[src/design/nearest_smaller_values_stack_core_defines.svh]
// Assertion macros shared by the nearest smaller values stack core.
`ifndef NEAREST_SMALLER_VALUES_STACK_CORE_DEFINES_SVH
`define NEAREST_SMALLER_VALUES_STACK_CORE_DEFINES_SVH
`ifndef ASSERT_OFF
// Same-cycle implication under an active-low reset.
`define NSV_ASSERT_IMP(lbl, clk, rstn, ante, cons, msg) \
  lbl: assert property (@(posedge clk) disable iff (!rstn) (ante) |-> (cons)) else $error(msg);
// Next-cycle implication under an active-low reset.
`define NSV_ASSERT_NXT(lbl, clk, rstn, ante, cons, msg) \
  lbl: assert property (@(posedge clk) disable iff (!rstn) (ante) |=> (cons)) else $error(msg);
`else
`define NSV_ASSERT_IMP(lbl, clk, rstn, ante, cons, msg)
`define NSV_ASSERT_NXT(lbl, clk, rstn, ante, cons, msg)
`endif
`endif

[src/design/nsv_pkg.sv]
// Shared constants and controller/datapath types of the nearest smaller values core.
`timescale 1ns / 1ps
`default_nettype none
package nsv_pkg;

  localparam int MAX_LEN_DEF    = 32;
  localparam int VALUE_BITS_DEF = 32;
  localparam int SAMPLE_W       = 32;
  localparam int POS_W          = 31;

  localparam logic ANS_LEFT  = 1'b0;
  localparam logic ANS_RIGHT = 1'b1;

  typedef struct packed {
    logic accept;       // latch the incoming request, read the top entry
    logic take_left;    // record the top entry as left neighbour
    logic pop;          // answer the top entry as right neighbour, drop it
    logic push_left;    // answer the current item, push it
    logic flush_start;  // read the bottom entry
    logic flush_emit;   // answer one remaining entry with no neighbour
  } nsv_cmd_t;

  typedef struct packed {
    logic have_entry;
    logic multi;
    logic top_gt;
    logic top_eq;
    logic block_end;
    logic flush_last;
    logic out_free;
  } nsv_status_t;

endpackage
`default_nettype wire

[src/design/nsv_ifs.sv]
// Valid/ready channel interfaces for sample requests and answers.
`timescale 1ns / 1ps
`default_nettype none
interface nsv_in_if;
  logic                          valid;
  logic                          ready;
  logic [nsv_pkg::SAMPLE_W-1:0]  sample_value;
  logic                          final_item;

  modport source (output valid, output sample_value, output final_item, input ready);
  modport sink   (input valid, input sample_value, input final_item, output ready);
endinterface

interface nsv_out_if;
  logic                       valid;
  logic                       ready;
  logic                       answer_kind;
  logic [nsv_pkg::POS_W-1:0]  item_position;
  logic [nsv_pkg::POS_W-1:0]  neighbour_position;
  logic                       neighbour_found;
  logic                       run_end;

  modport source (output valid, output answer_kind, output item_position,
                  output neighbour_position, output neighbour_found, output run_end,
                  input ready);
  modport sink   (input valid, input answer_kind, input item_position,
                  input neighbour_position, input neighbour_found, input run_end,
                  output ready);
endinterface
`default_nettype wire

[src/design/nsv_ctrl.sv]
// Controller state machine of the nearest smaller values core.
`timescale 1ns / 1ps
`default_nettype none
module nsv_ctrl (
  input  wire logic                 clk,
  input  wire logic                 rst_n,
  input  wire logic                 in_valid,
  output logic                      in_ready,
  input  wire nsv_pkg::nsv_status_t status,
  output nsv_pkg::nsv_cmd_t         cmd
);
  import nsv_pkg::*;

  localparam logic [2:0] S_IDLE   = 3'd0;
  localparam logic [2:0] S_CMP    = 3'd1;
  localparam logic [2:0] S_LEFT   = 3'd2;
  localparam logic [2:0] S_FLUSH0 = 3'd3;
  localparam logic [2:0] S_FLUSH  = 3'd4;

  logic [2:0] state_r, state_nxt;

  always_ff @(posedge clk) begin
    if (!rst_n) begin
      state_r <= S_IDLE;
    end else begin
      state_r <= state_nxt;
    end
  end

  assign in_ready = (state_r == S_IDLE);

  always_comb begin
    state_nxt = state_r;
    cmd       = '0;
    case (state_r)
      S_IDLE: begin
        if (in_valid) begin
          cmd.accept = 1'b1;
          state_nxt  = status.have_entry ? S_CMP : S_LEFT;
        end
      end
      S_CMP: begin
        if (status.top_gt) begin
          if (status.out_free) begin
            cmd.pop   = 1'b1;
            state_nxt = status.multi ? S_CMP : S_LEFT;
          end
        end else if (status.top_eq) begin
          if (status.out_free) begin
            cmd.pop       = 1'b1;
            cmd.take_left = 1'b1;
            state_nxt     = S_LEFT;
          end
        end else begin
          cmd.take_left = 1'b1;
          state_nxt     = S_LEFT;
        end
      end
      S_LEFT: begin
        if (status.out_free) begin
          cmd.push_left = 1'b1;
          state_nxt     = status.block_end ? S_FLUSH0 : S_IDLE;
        end
      end
      S_FLUSH0: begin
        cmd.flush_start = 1'b1;
        state_nxt       = S_FLUSH;
      end
      S_FLUSH: begin
        if (status.out_free) begin
          cmd.flush_emit = 1'b1;
          state_nxt      = status.flush_last ? S_IDLE : S_FLUSH;
        end
      end
      default: begin
        state_nxt = S_IDLE;
      end
    endcase
  end

endmodule
`default_nettype wire

[src/design/nsv_dpath.sv]
// Datapath of the nearest smaller values core: stack memory, counters, answer register.
`timescale 1ns / 1ps
`default_nettype none
module nsv_dpath #(
  parameter int MAX_LEN    = nsv_pkg::MAX_LEN_DEF,
  parameter int VALUE_BITS = nsv_pkg::VALUE_BITS_DEF
) (
  input  wire logic                         clk,
  input  wire logic                         rst_n,
  input  wire logic                         cfg_wr_en,
  input  wire logic [nsv_pkg::POS_W-1:0]    cfg_wr_data,
  input  wire logic [nsv_pkg::SAMPLE_W-1:0] in_sample_value,
  input  wire logic                         in_final_item,
  input  wire nsv_pkg::nsv_cmd_t            cmd,
  output nsv_pkg::nsv_status_t              status,
  input  wire logic                         out_ready,
  output logic                              out_valid,
  output logic                              out_answer_kind,
  output logic [nsv_pkg::POS_W-1:0]         out_item_position,
  output logic [nsv_pkg::POS_W-1:0]         out_neighbour_position,
  output logic                              out_neighbour_found,
  output logic                              out_run_end
);
  import nsv_pkg::*;

  localparam int AW = $clog2(MAX_LEN);
  localparam int HW = $clog2(MAX_LEN + 1);
  localparam int VW = (VALUE_BITS < SAMPLE_W) ? VALUE_BITS : SAMPLE_W;
  localparam logic [AW:0] LAST_COUNT = (AW + 1)'(MAX_LEN - 1);

  logic [POS_W-1:0] base_r;
  logic [VW-1:0]    cur_val_r;
  logic             fin_r;
  logic [AW-1:0]    counter_r;
  logic [HW-1:0]    height_r;
  logic             left_found_r;
  logic [AW-1:0]    left_pos_r;
  logic [AW-1:0]    idx_r;

  logic [VW-1:0]    val_mem [MAX_LEN];
  logic [AW-1:0]    pos_mem [MAX_LEN];
  logic [VW-1:0]    rd_val_r;
  logic [AW-1:0]    rd_pos_r;

  logic             out_valid_r;
  logic             kind_r, found_r, run_end_r;
  logic [POS_W-1:0] item_pos_r, nb_pos_r;

  logic [HW-1:0]    height_m1, height_m2;
  logic             rd_en;
  logic [AW-1:0]    rd_addr;
  logic             out_free, out_load;
  logic             ld_kind, ld_found, ld_run_end;
  logic [AW-1:0]    ld_item, ld_nb;
  logic             block_end, flush_last;

  assign height_m1  = height_r - HW'(1);
  assign height_m2  = height_r - HW'(2);
  assign block_end  = fin_r || (({1'b0, counter_r} + (AW + 1)'(1)) >= LAST_COUNT);
  assign flush_last = (HW'(idx_r) == height_m1);
  assign out_free   = !out_valid_r || out_ready;
  assign out_load   = cmd.pop || cmd.push_left || cmd.flush_emit;

  assign status.have_entry = (height_r != '0);
  assign status.multi      = (height_r > HW'(1));
  assign status.top_gt     = $signed(rd_val_r) > $signed(cur_val_r);
  assign status.top_eq     = (rd_val_r == cur_val_r);
  assign status.block_end  = block_end;
  assign status.flush_last = flush_last;
  assign status.out_free   = out_free;

  // Stack read port: one address a cycle, data registered.
  always_comb begin
    rd_en   = 1'b0;
    rd_addr = '0;
    if (cmd.accept) begin
      rd_en   = (height_r != '0);
      rd_addr = height_m1[AW-1:0];
    end else if (cmd.pop) begin
      rd_en   = (height_r > HW'(1));
      rd_addr = height_m2[AW-1:0];
    end else if (cmd.flush_start) begin
      rd_en   = 1'b1;
      rd_addr = '0;
    end else if (cmd.flush_emit) begin
      rd_en   = !flush_last;
      rd_addr = idx_r + AW'(1);
    end
  end

  always_ff @(posedge clk) begin
    if (cmd.push_left) begin
      val_mem[height_r[AW-1:0]] <= cur_val_r;
      pos_mem[height_r[AW-1:0]] <= counter_r;
    end
    if (rd_en) begin
      rd_val_r <= val_mem[rd_addr];
      rd_pos_r <= pos_mem[rd_addr];
    end
  end

  // Answer fields chosen by the issuing command.
  always_comb begin
    ld_kind    = ANS_RIGHT;
    ld_item    = rd_pos_r;
    ld_nb      = counter_r;
    ld_found   = 1'b1;
    ld_run_end = 1'b0;
    if (cmd.push_left) begin
      ld_kind    = ANS_LEFT;
      ld_item    = counter_r;
      ld_nb      = left_pos_r;
      ld_found   = left_found_r;
      ld_run_end = !block_end;
    end else if (cmd.flush_emit) begin
      ld_nb      = '0;
      ld_found   = 1'b0;
      ld_run_end = flush_last;
    end
  end

  always_ff @(posedge clk) begin
    if (!rst_n) begin
      base_r      <= '0;
      counter_r   <= '0;
      height_r    <= '0;
      out_valid_r <= 1'b0;
    end else begin
      if (cfg_wr_en) begin
        base_r <= cfg_wr_data;
      end
      if (out_load) begin
        out_valid_r <= 1'b1;
      end else if (out_ready) begin
        out_valid_r <= 1'b0;
      end
      if (cmd.pop) begin
        height_r <= height_m1;
      end else if (cmd.push_left) begin
        height_r  <= height_r + HW'(1);
        counter_r <= counter_r + AW'(1);
      end else if (cmd.flush_emit && flush_last) begin
        height_r  <= '0;
        counter_r <= '0;
      end
    end
  end

  always_ff @(posedge clk) begin
    if (cmd.accept) begin
      cur_val_r    <= in_sample_value[VW-1:0];
      fin_r        <= in_final_item;
      left_found_r <= 1'b0;
    end else if (cmd.take_left) begin
      left_found_r <= 1'b1;
      left_pos_r   <= rd_pos_r;
    end
    if (cmd.flush_start) begin
      idx_r <= '0;
    end else if (cmd.flush_emit) begin
      idx_r <= idx_r + AW'(1);
    end
    if (out_load) begin
      kind_r     <= ld_kind;
      item_pos_r <= base_r + POS_W'(ld_item);
      nb_pos_r   <= ld_found ? (base_r + POS_W'(ld_nb)) : '0;
      found_r    <= ld_found;
      run_end_r  <= ld_run_end;
    end
  end

  assign out_valid              = out_valid_r;
  assign out_answer_kind        = kind_r;
  assign out_item_position      = item_pos_r;
  assign out_neighbour_position = nb_pos_r;
  assign out_neighbour_found    = found_r;
  assign out_run_end            = run_end_r;

endmodule
`default_nettype wire

[src/design/nearest_smaller_values_stack_core.sv]
// Top level of the nearest smaller values stack core.
`timescale 1ns / 1ps
`default_nettype none
`include "nearest_smaller_values_stack_core_defines.svh"
// All nearest smaller values over a stream of signed samples, in one forward
// pass. Each sample request pops every stacked earlier sample greater than
// itself (answering each with a right neighbour), pops an equal top entry the
// same way, then gets its own left-neighbour answer (nearest earlier sample
// less than or equal to it, or none) and is pushed. After a request flagged
// final_item, or after MAX_LEN-1 samples, the block ends: every entry still
// stacked gets a right answer of "none", bottom first, and positions restart
// at 0. All positions are offset by the index_base register (cfg_wr_data)
// modulo 2^31; the user must write it only while idle, the block does not
// enforce this. Timing: one request at a time. A request passes an accept
// step, a pop for each greater entry, one further step when an entry not
// greater than it stays on top (an equal top is popped in that same step),
// and a step for its own answer and push; a block end adds a flush-start
// step and an emit for each remaining entry. This sequence is set by the
// single read port of the stack memory and the one answer register. Every
// entry is popped or flushed once; a stalled output holds back the pops,
// answers and flush emits. The block accepts the next request while its
// last answer still waits in the output register.
module nearest_smaller_values_stack_core #(
  parameter int MAX_LEN    = nsv_pkg::MAX_LEN_DEF,
  parameter int VALUE_BITS = nsv_pkg::VALUE_BITS_DEF
) (
  input  wire logic                      clk,
  input  wire logic                      rst_n,
  input  wire logic                      cfg_wr_en,
  input  wire logic [nsv_pkg::POS_W-1:0] cfg_wr_data,
  nsv_in_if.sink                         in_chan,
  nsv_out_if.source                      out_chan
);
  import nsv_pkg::*;

  nsv_cmd_t    cmd;
  nsv_status_t status;

  // Sequencer: decides which stack step runs each cycle.
  nsv_ctrl u_ctrl (
    .clk      (clk),
    .rst_n    (rst_n),
    .in_valid (in_chan.valid),
    .in_ready (in_chan.ready),
    .status   (status),
    .cmd      (cmd)
  );

  // Stack storage, position counters and the answer register.
  nsv_dpath #(
    .MAX_LEN    (MAX_LEN),
    .VALUE_BITS (VALUE_BITS)
  ) u_dpath (
    .clk                    (clk),
    .rst_n                  (rst_n),
    .cfg_wr_en              (cfg_wr_en),
    .cfg_wr_data            (cfg_wr_data),
    .in_sample_value        (in_chan.sample_value),
    .in_final_item          (in_chan.final_item),
    .cmd                    (cmd),
    .status                 (status),
    .out_ready              (out_chan.ready),
    .out_valid              (out_chan.valid),
    .out_answer_kind        (out_chan.answer_kind),
    .out_item_position      (out_chan.item_position),
    .out_neighbour_position (out_chan.neighbour_position),
    .out_neighbour_found    (out_chan.neighbour_found),
    .out_run_end            (out_chan.run_end)
  );

  // A taken request keeps the input closed while its stack work runs.
  `NSV_ASSERT_NXT(a_busy_after_accept, clk, rst_n,
                  in_chan.valid && in_chan.ready, !in_chan.ready,
                  "input still open after a request was taken")
  // No answer is loaded over one that has not been taken.
  `NSV_ASSERT_IMP(a_emit_needs_room, clk, rst_n,
                  cmd.pop || cmd.push_left || cmd.flush_emit, status.out_free,
                  "answer register overwritten")
  // Pops only ever hit a non-empty stack.
  `NSV_ASSERT_IMP(a_pop_nonempty, clk, rst_n,
                  cmd.pop, status.have_entry,
                  "pop issued on an empty stack")

endmodule
`default_nettype wire

[src/flat_wrapper.sv]
// flat-port wrapper written by rule: the top's interface ports become plain ports
module nearest_smaller_values_stack_core_flat import nsv_pkg::*;
#(
  parameter int MAX_LEN    = nsv_pkg::MAX_LEN_DEF,
  parameter int VALUE_BITS = nsv_pkg::VALUE_BITS_DEF
)
  (clk, rst_n, cfg_wr_en, cfg_wr_data, in_chan_valid, in_chan_sample_value, in_chan_final_item, in_chan_ready, out_chan_valid, out_chan_answer_kind, out_chan_item_position, out_chan_neighbour_position, out_chan_neighbour_found, out_chan_run_end, out_chan_ready);
  nsv_in_if in_chan_i ();
  nsv_out_if out_chan_i ();
  input  wire logic clk;
  input  wire logic rst_n;
  input  wire logic cfg_wr_en;
  input  wire logic [nsv_pkg::POS_W-1:0] cfg_wr_data;
  input wire logic [$bits(in_chan_i.valid)-1:0] in_chan_valid;
  input wire logic [$bits(in_chan_i.sample_value)-1:0] in_chan_sample_value;
  input wire logic [$bits(in_chan_i.final_item)-1:0] in_chan_final_item;
  output wire logic [$bits(in_chan_i.ready)-1:0] in_chan_ready;
  output wire logic [$bits(out_chan_i.valid)-1:0] out_chan_valid;
  output wire logic [$bits(out_chan_i.answer_kind)-1:0] out_chan_answer_kind;
  output wire logic [$bits(out_chan_i.item_position)-1:0] out_chan_item_position;
  output wire logic [$bits(out_chan_i.neighbour_position)-1:0] out_chan_neighbour_position;
  output wire logic [$bits(out_chan_i.neighbour_found)-1:0] out_chan_neighbour_found;
  output wire logic [$bits(out_chan_i.run_end)-1:0] out_chan_run_end;
  input wire logic [$bits(out_chan_i.ready)-1:0] out_chan_ready;
  assign in_chan_i.valid = in_chan_valid;
  assign in_chan_i.sample_value = in_chan_sample_value;
  assign in_chan_i.final_item = in_chan_final_item;
  assign in_chan_ready = in_chan_i.ready;
  assign out_chan_valid = out_chan_i.valid;
  assign out_chan_answer_kind = out_chan_i.answer_kind;
  assign out_chan_item_position = out_chan_i.item_position;
  assign out_chan_neighbour_position = out_chan_i.neighbour_position;
  assign out_chan_neighbour_found = out_chan_i.neighbour_found;
  assign out_chan_run_end = out_chan_i.run_end;
  assign out_chan_i.ready = out_chan_ready;
  nearest_smaller_values_stack_core #(.MAX_LEN(MAX_LEN), .VALUE_BITS(VALUE_BITS)) u_core (.clk(clk), .rst_n(rst_n), .cfg_wr_en(cfg_wr_en), .cfg_wr_data(cfg_wr_data), .in_chan(in_chan_i), .out_chan(out_chan_i));
endmodule
[config.mk]
export PLATFORM = sky130hd
export DESIGN_NAME = nearest_smaller_values_stack_core_flat
export DESIGN_NICKNAME = d
export VERILOG_FILES = /design/src/design/nsv_pkg.sv /design/src/design/nsv_ifs.sv /design/src/design/nsv_ctrl.sv /design/src/design/nsv_dpath.sv /design/src/design/nearest_smaller_values_stack_core.sv /design/src/flat_wrapper.sv
export VERILOG_INCLUDE_DIRS = /design/src /design/src/design
export SDC_FILE = /design/constraint.sdc
export NUM_CORES = 1
export LEC_CHECK = 0
export BUFFER_PORTS_ARGS = -buffer_cell sky130_fd_sc_hd__buf_2
export CORE_UTILIZATION = 40
export DETAILED_ROUTE_END_ITERATION = 7
export HOLD_SLACK_MARGIN = 0.08
export PLACE_DENSITY = 0.52
export SLEW_MARGIN = 20
export SYNTH_ARGS = -nofsm -noshare
export SYNTH_HDL_FRONTEND = slang
export SYNTH_HIERARCHICAL = 1
export SYNTH_SLANG_ARGS = --single-unit
[constraint.sdc]
create_clock -name clk -period 18.8 [get_ports clk]
set_input_delay 2.82 -clock clk [delete_from_list [all_inputs] [get_ports clk]]
set_output_delay 2.82 -clock clk [all_outputs]
set_load 0.05 [all_outputs]
==> qor.yml <==
timing:
  timing.final.crit_share_pct: 48.6
  hold_viol: 0
  finalSetupViolCount: 0
  post-route-min-period_ns: 9.14
  worst_pin_slew_ns: 1.21
  rsz0062_at_grt: "no"
  clock_skew_ns: 0.0267
  maxSlewViolCount: 0
  tns_ns: 0
  slew-limit-headroom_pct: 19.2
  maxClockFrequency_mhz: 109
grt:
  grt_max_degree: 120
  grt_pass1_wl_microns: 257000
  grt_pass1_vias: 35300
  antenna_found_initial: 5
  grt_use_total_pct: 23.5
  grt.overflow.total: 0
floorplan:
  core_area_sq_um: 146000
  initial_core_util_pct: 40.5
  std_cell_rows: 140
  die_area_sq_um: 150000
  die_h_microns: 387
  die_w_microns: 387
  ios: 136
finish:
  final_util_pct: 45.8
  nFillCells: 12700
  area_growth_pct: 13.2
  finalNonFillerCells: 5871
  drive_gt1_share_pct: 22.3
  nets: 3960
  diodes: 0
run_status:
  outcome: "finished, violations left"
  violations: "design-rule violations"
route:
  vias_per_cell: 6.19
  wl_per_cell_microns: 30.5
  antenna_left: 0
  vias: 36300
  drc: 4
  first_pass_iters: 8
  drt_iter0_markers: 4934
  routed_wl_microns: 179000
setup_path:
  path_class: "flop to flop"
  worst_setup_path_start_kind: "flop"
  cp-end-kind: "flop"
  critPathMaxStageDelay_ns: 0.99
  crit_path_frequent_cell: "buf_4"
  worstPathMaxFanout: 53
  slowest_stage: "edfxtp_1"
  worstPathRequired_ns: 19.30
  path_cells: "inv_1, ha_1, nand4_1, or2_2, nor3_1, o41ai_1, a311oi_2, o211ai_1, nor2_4, buf_4, nor2b_1, o31a_2, buf_4, buf_4, mux4_2, a22oi_1, nand4_1"
  cp.arrival_ns: 9.65
placement:
  dpl.hpwl_microns: 95200
  globalplace.congestion: 0.769
  dp_cells: 5595
  io_buffers: 135
power_and_ir_drop:
  combPwrFrac_pct: 40.5
  pwr_density_cell_nw_per_um2: 169
  p_int_uw: 6950
  power_frac_clock_pct: 24.9
  p_leak_uw: 0.0220
  max-vdd-ir-drop_v: 0.000130
  p_sw_share_pct: 38.7
  switching_power_uw: 4380
  seqPwrFrac_pct: 34.6
synthesis:
  yosys.area_share.simple_pct: 4.82
  syn-instance-count: 3705
  synth_top_area_cell: "edfxtp_1"
  synth_fp_nets: 3829
  synth.mux.area_fraction_pct: 11.7
  synth_edf_count: 1324
  synthArstFlopShare_pct: 0
  synthFlopType: "edfxtp_1"
  syn_avg_cell_area_sq_um: 16.0
  synth_compound_area_share_pct: 10.0
  synth-xor-area-share_pct: 0.857
  synth-seq-cells: 1376
  synthAdderAreaFrac_pct: 1.19
  synth_top_cell_area_share_pct: 67.1
  ys_seq_area_share_pct: 68.8
  syn_area_sq_um: 59300
  synth_area_leaders: "edfxtp_1 67%, mux2_2 5.0%, mux2i_1 3.8%, a222oi_1 3.7%, mux4_2 2.8%"
  ys_warn_count: 6
  synthDistinctLibCells: 78
  synth_top_family_by_area: "multiplexers"
clock_network:
  numCtsBuffers: 154
  cts_resized: 0
  cts_tree: "built"
  cts_root_buffer: "clkbuf_16"
  cts_num_sinks: 1376
  holdBufCountCts: 0
  clk_pin_slew_ns: 0.06
  htree_levels: 4
  clockBufferDepth: 3
  postCtsSetupRepairBufs: 0
  clk_latency_ns: 0.80
flow_run:
  maxCapViolCount: 0
worst_hold_path:
  min_path_type: "flop to flop"
## through the flow
| step | setup WS (ns) | hold WS, ns | power, uW | cell area (sq um) |
|---|---|---|---|---|
| finish | 9.66 | 0.455 | 11300 | 67100 |
| global placement | 9.46 | 0.437 | 8530 | 62400 |
| detailed placement | 9.69 | 0.436 | 8550 | 62400 |
| CTS | 9.70 | 0.460 | 11400 | 67100 |
| global route | 9.07 | 0.485 | 11800 | 67100 |
| floorplan | 11.07 | 0.422 | 7040 | 59300 |
## state kept, by name, summed over array words and instances, names as in the netlist, 6 cells and up
| register | flops |
|---|---|
| u_core/u_dpath/height_r | 6 |
| u_core/u_dpath/cur_val_r | 32 |
| u_core/u_dpath/base_r | 31 |
| u_core/u_dpath/out_neighbour_position | 31 |
| u_core/u_dpath/out_item_position | 31 |
| u_core/u_dpath/val_mem | 1024 |
| u_core/u_dpath/pos_mem | 160 |
| u_core/u_dpath/rd_val_r | 32 |
## critical path: cells and delay by family (launching register included)
family          cells  cell delay [ns]
buf+inv             4             2.13
flops               1             0.99
compound gates      5             2.17
simple gates        6             2.40
fa+ha+maj           1             0.39
mux                 1             0.58
## routing by layer
layer	vias up	wire [microns]	track usage, %
met1	18900	79000	34.1
met3	263	13900	4.20
met4	2	4450	6.90
met5	-	12	0
met2	1571	81600	36.1
li1	15600	-	-
## placed cells by master, fill, tap and decap left out, types with 9 or more instances in the layout
cell type  netlist  final
a211oi_1        41     41
a21o_1          16     16
a21oi_1        113    112
a221oi_1        63     63
a221oi_2        11     11
a222oi_1       222    222
a22oi_1        111    111
and3_1          11     11
buf_2           63    135
buf_4            8    130
clkbuf_1       189     54
clkbuf_16        0    155
clkinv_1         0     28
clkinv_2         0     13
dfxtp_1         52     52
edfxtp_1      1324   1324
ha_1            53     52
inv_1           55     54
mux2_2         262    262
mux2i_1        225    223
mux4_2          74     74
nand2_1         86     84
nand2b_1        41     41
nand3_1         24     24
nand4_1         58     58
nor2_1         193    159
nor2_4           0     34
nor2b_1          9      9
nor3_1          51     51
nor4_1          45     45
o211ai_1        43     43
o21ai_0         25     25
o31ai_1         50     48
xnor2_1         20     20
xor2_1          38     37
## worst paths after layout
kind / from / to / slack, ns / depth (start not counted)
max: u_core/u_dpath/cur_val_r[31]$_DFFE_PP_ / u_core/u_dpath/rd_val_r[18]$_DFFE_PP_ / 9.66 / 17
min: u_core/u_dpath/rd_pos_r[3]$_DFFE_PP_ / u_core/u_dpath/left_pos_r[3]$_DFFE_PP_ / 0.46 / 0
max reg2reg: u_core/u_dpath/cur_val_r[31]$_DFFE_PP_ / u_core/u_dpath/rd_val_r[18]$_DFFE_PP_ / 9.66 / 17
min reg2reg: u_core/u_dpath/rd_pos_r[3]$_DFFE_PP_ / u_core/u_dpath/left_pos_r[3]$_DFFE_PP_ / 0.46 / 0
## power groups by stage
stage | clock, uW | combinational [uW] | sequential (uW)
3_5_place_dp | 0 | 4570 | 3980
6_report | 2820 | 4590 | 3920
4_1_cts | 2880 | 4580 | 3920
5_1_grt | 2990 | 4870 | 3940
2_1_floorplan | 0 | 2810 | 4240
3_3_place_gp | 0 | 4550 | 3980
## synth_stat cells (52+ instances only)
cell type	number
a21oi_1	113
a221oi_1	63
a222oi_1	222
a22oi_1	111
buf_2	63
clkbuf_1	189
dfxtp_1	52
edfxtp_1	1324
ha_1	53
inv_1	55
mux2_2	262
mux2i_1	225
mux4_2	74
nand2_1	86
nand4_1	58
nor2_1	193
## logic make-up after synthesis
family	Yosys count
adder cells (fa/ha/maj)	55
flip-flops	1376
XOR/XNOR	58
multiplexers	565
buffers and inverters	349
AND/OR/NAND/NOR	564
AO/OA/AOI/OAI	738
## final cells by class
class / count / area, sq um / area share [%]
clock inverters: 63 / 515 / 0.768
clock buffers: 211 / 4110 / 6.12
inverters: 56 / 210 / 0.313
repair buffers: 268 / 1720 / 2.56
multi-input cells: 1980 / 17400 / 25.9
flip-flops and latches: 1376 / 40800 / 60.8
well taps: 1917 / 2400 / 3.57
Power figures use the tool's default switching activity.
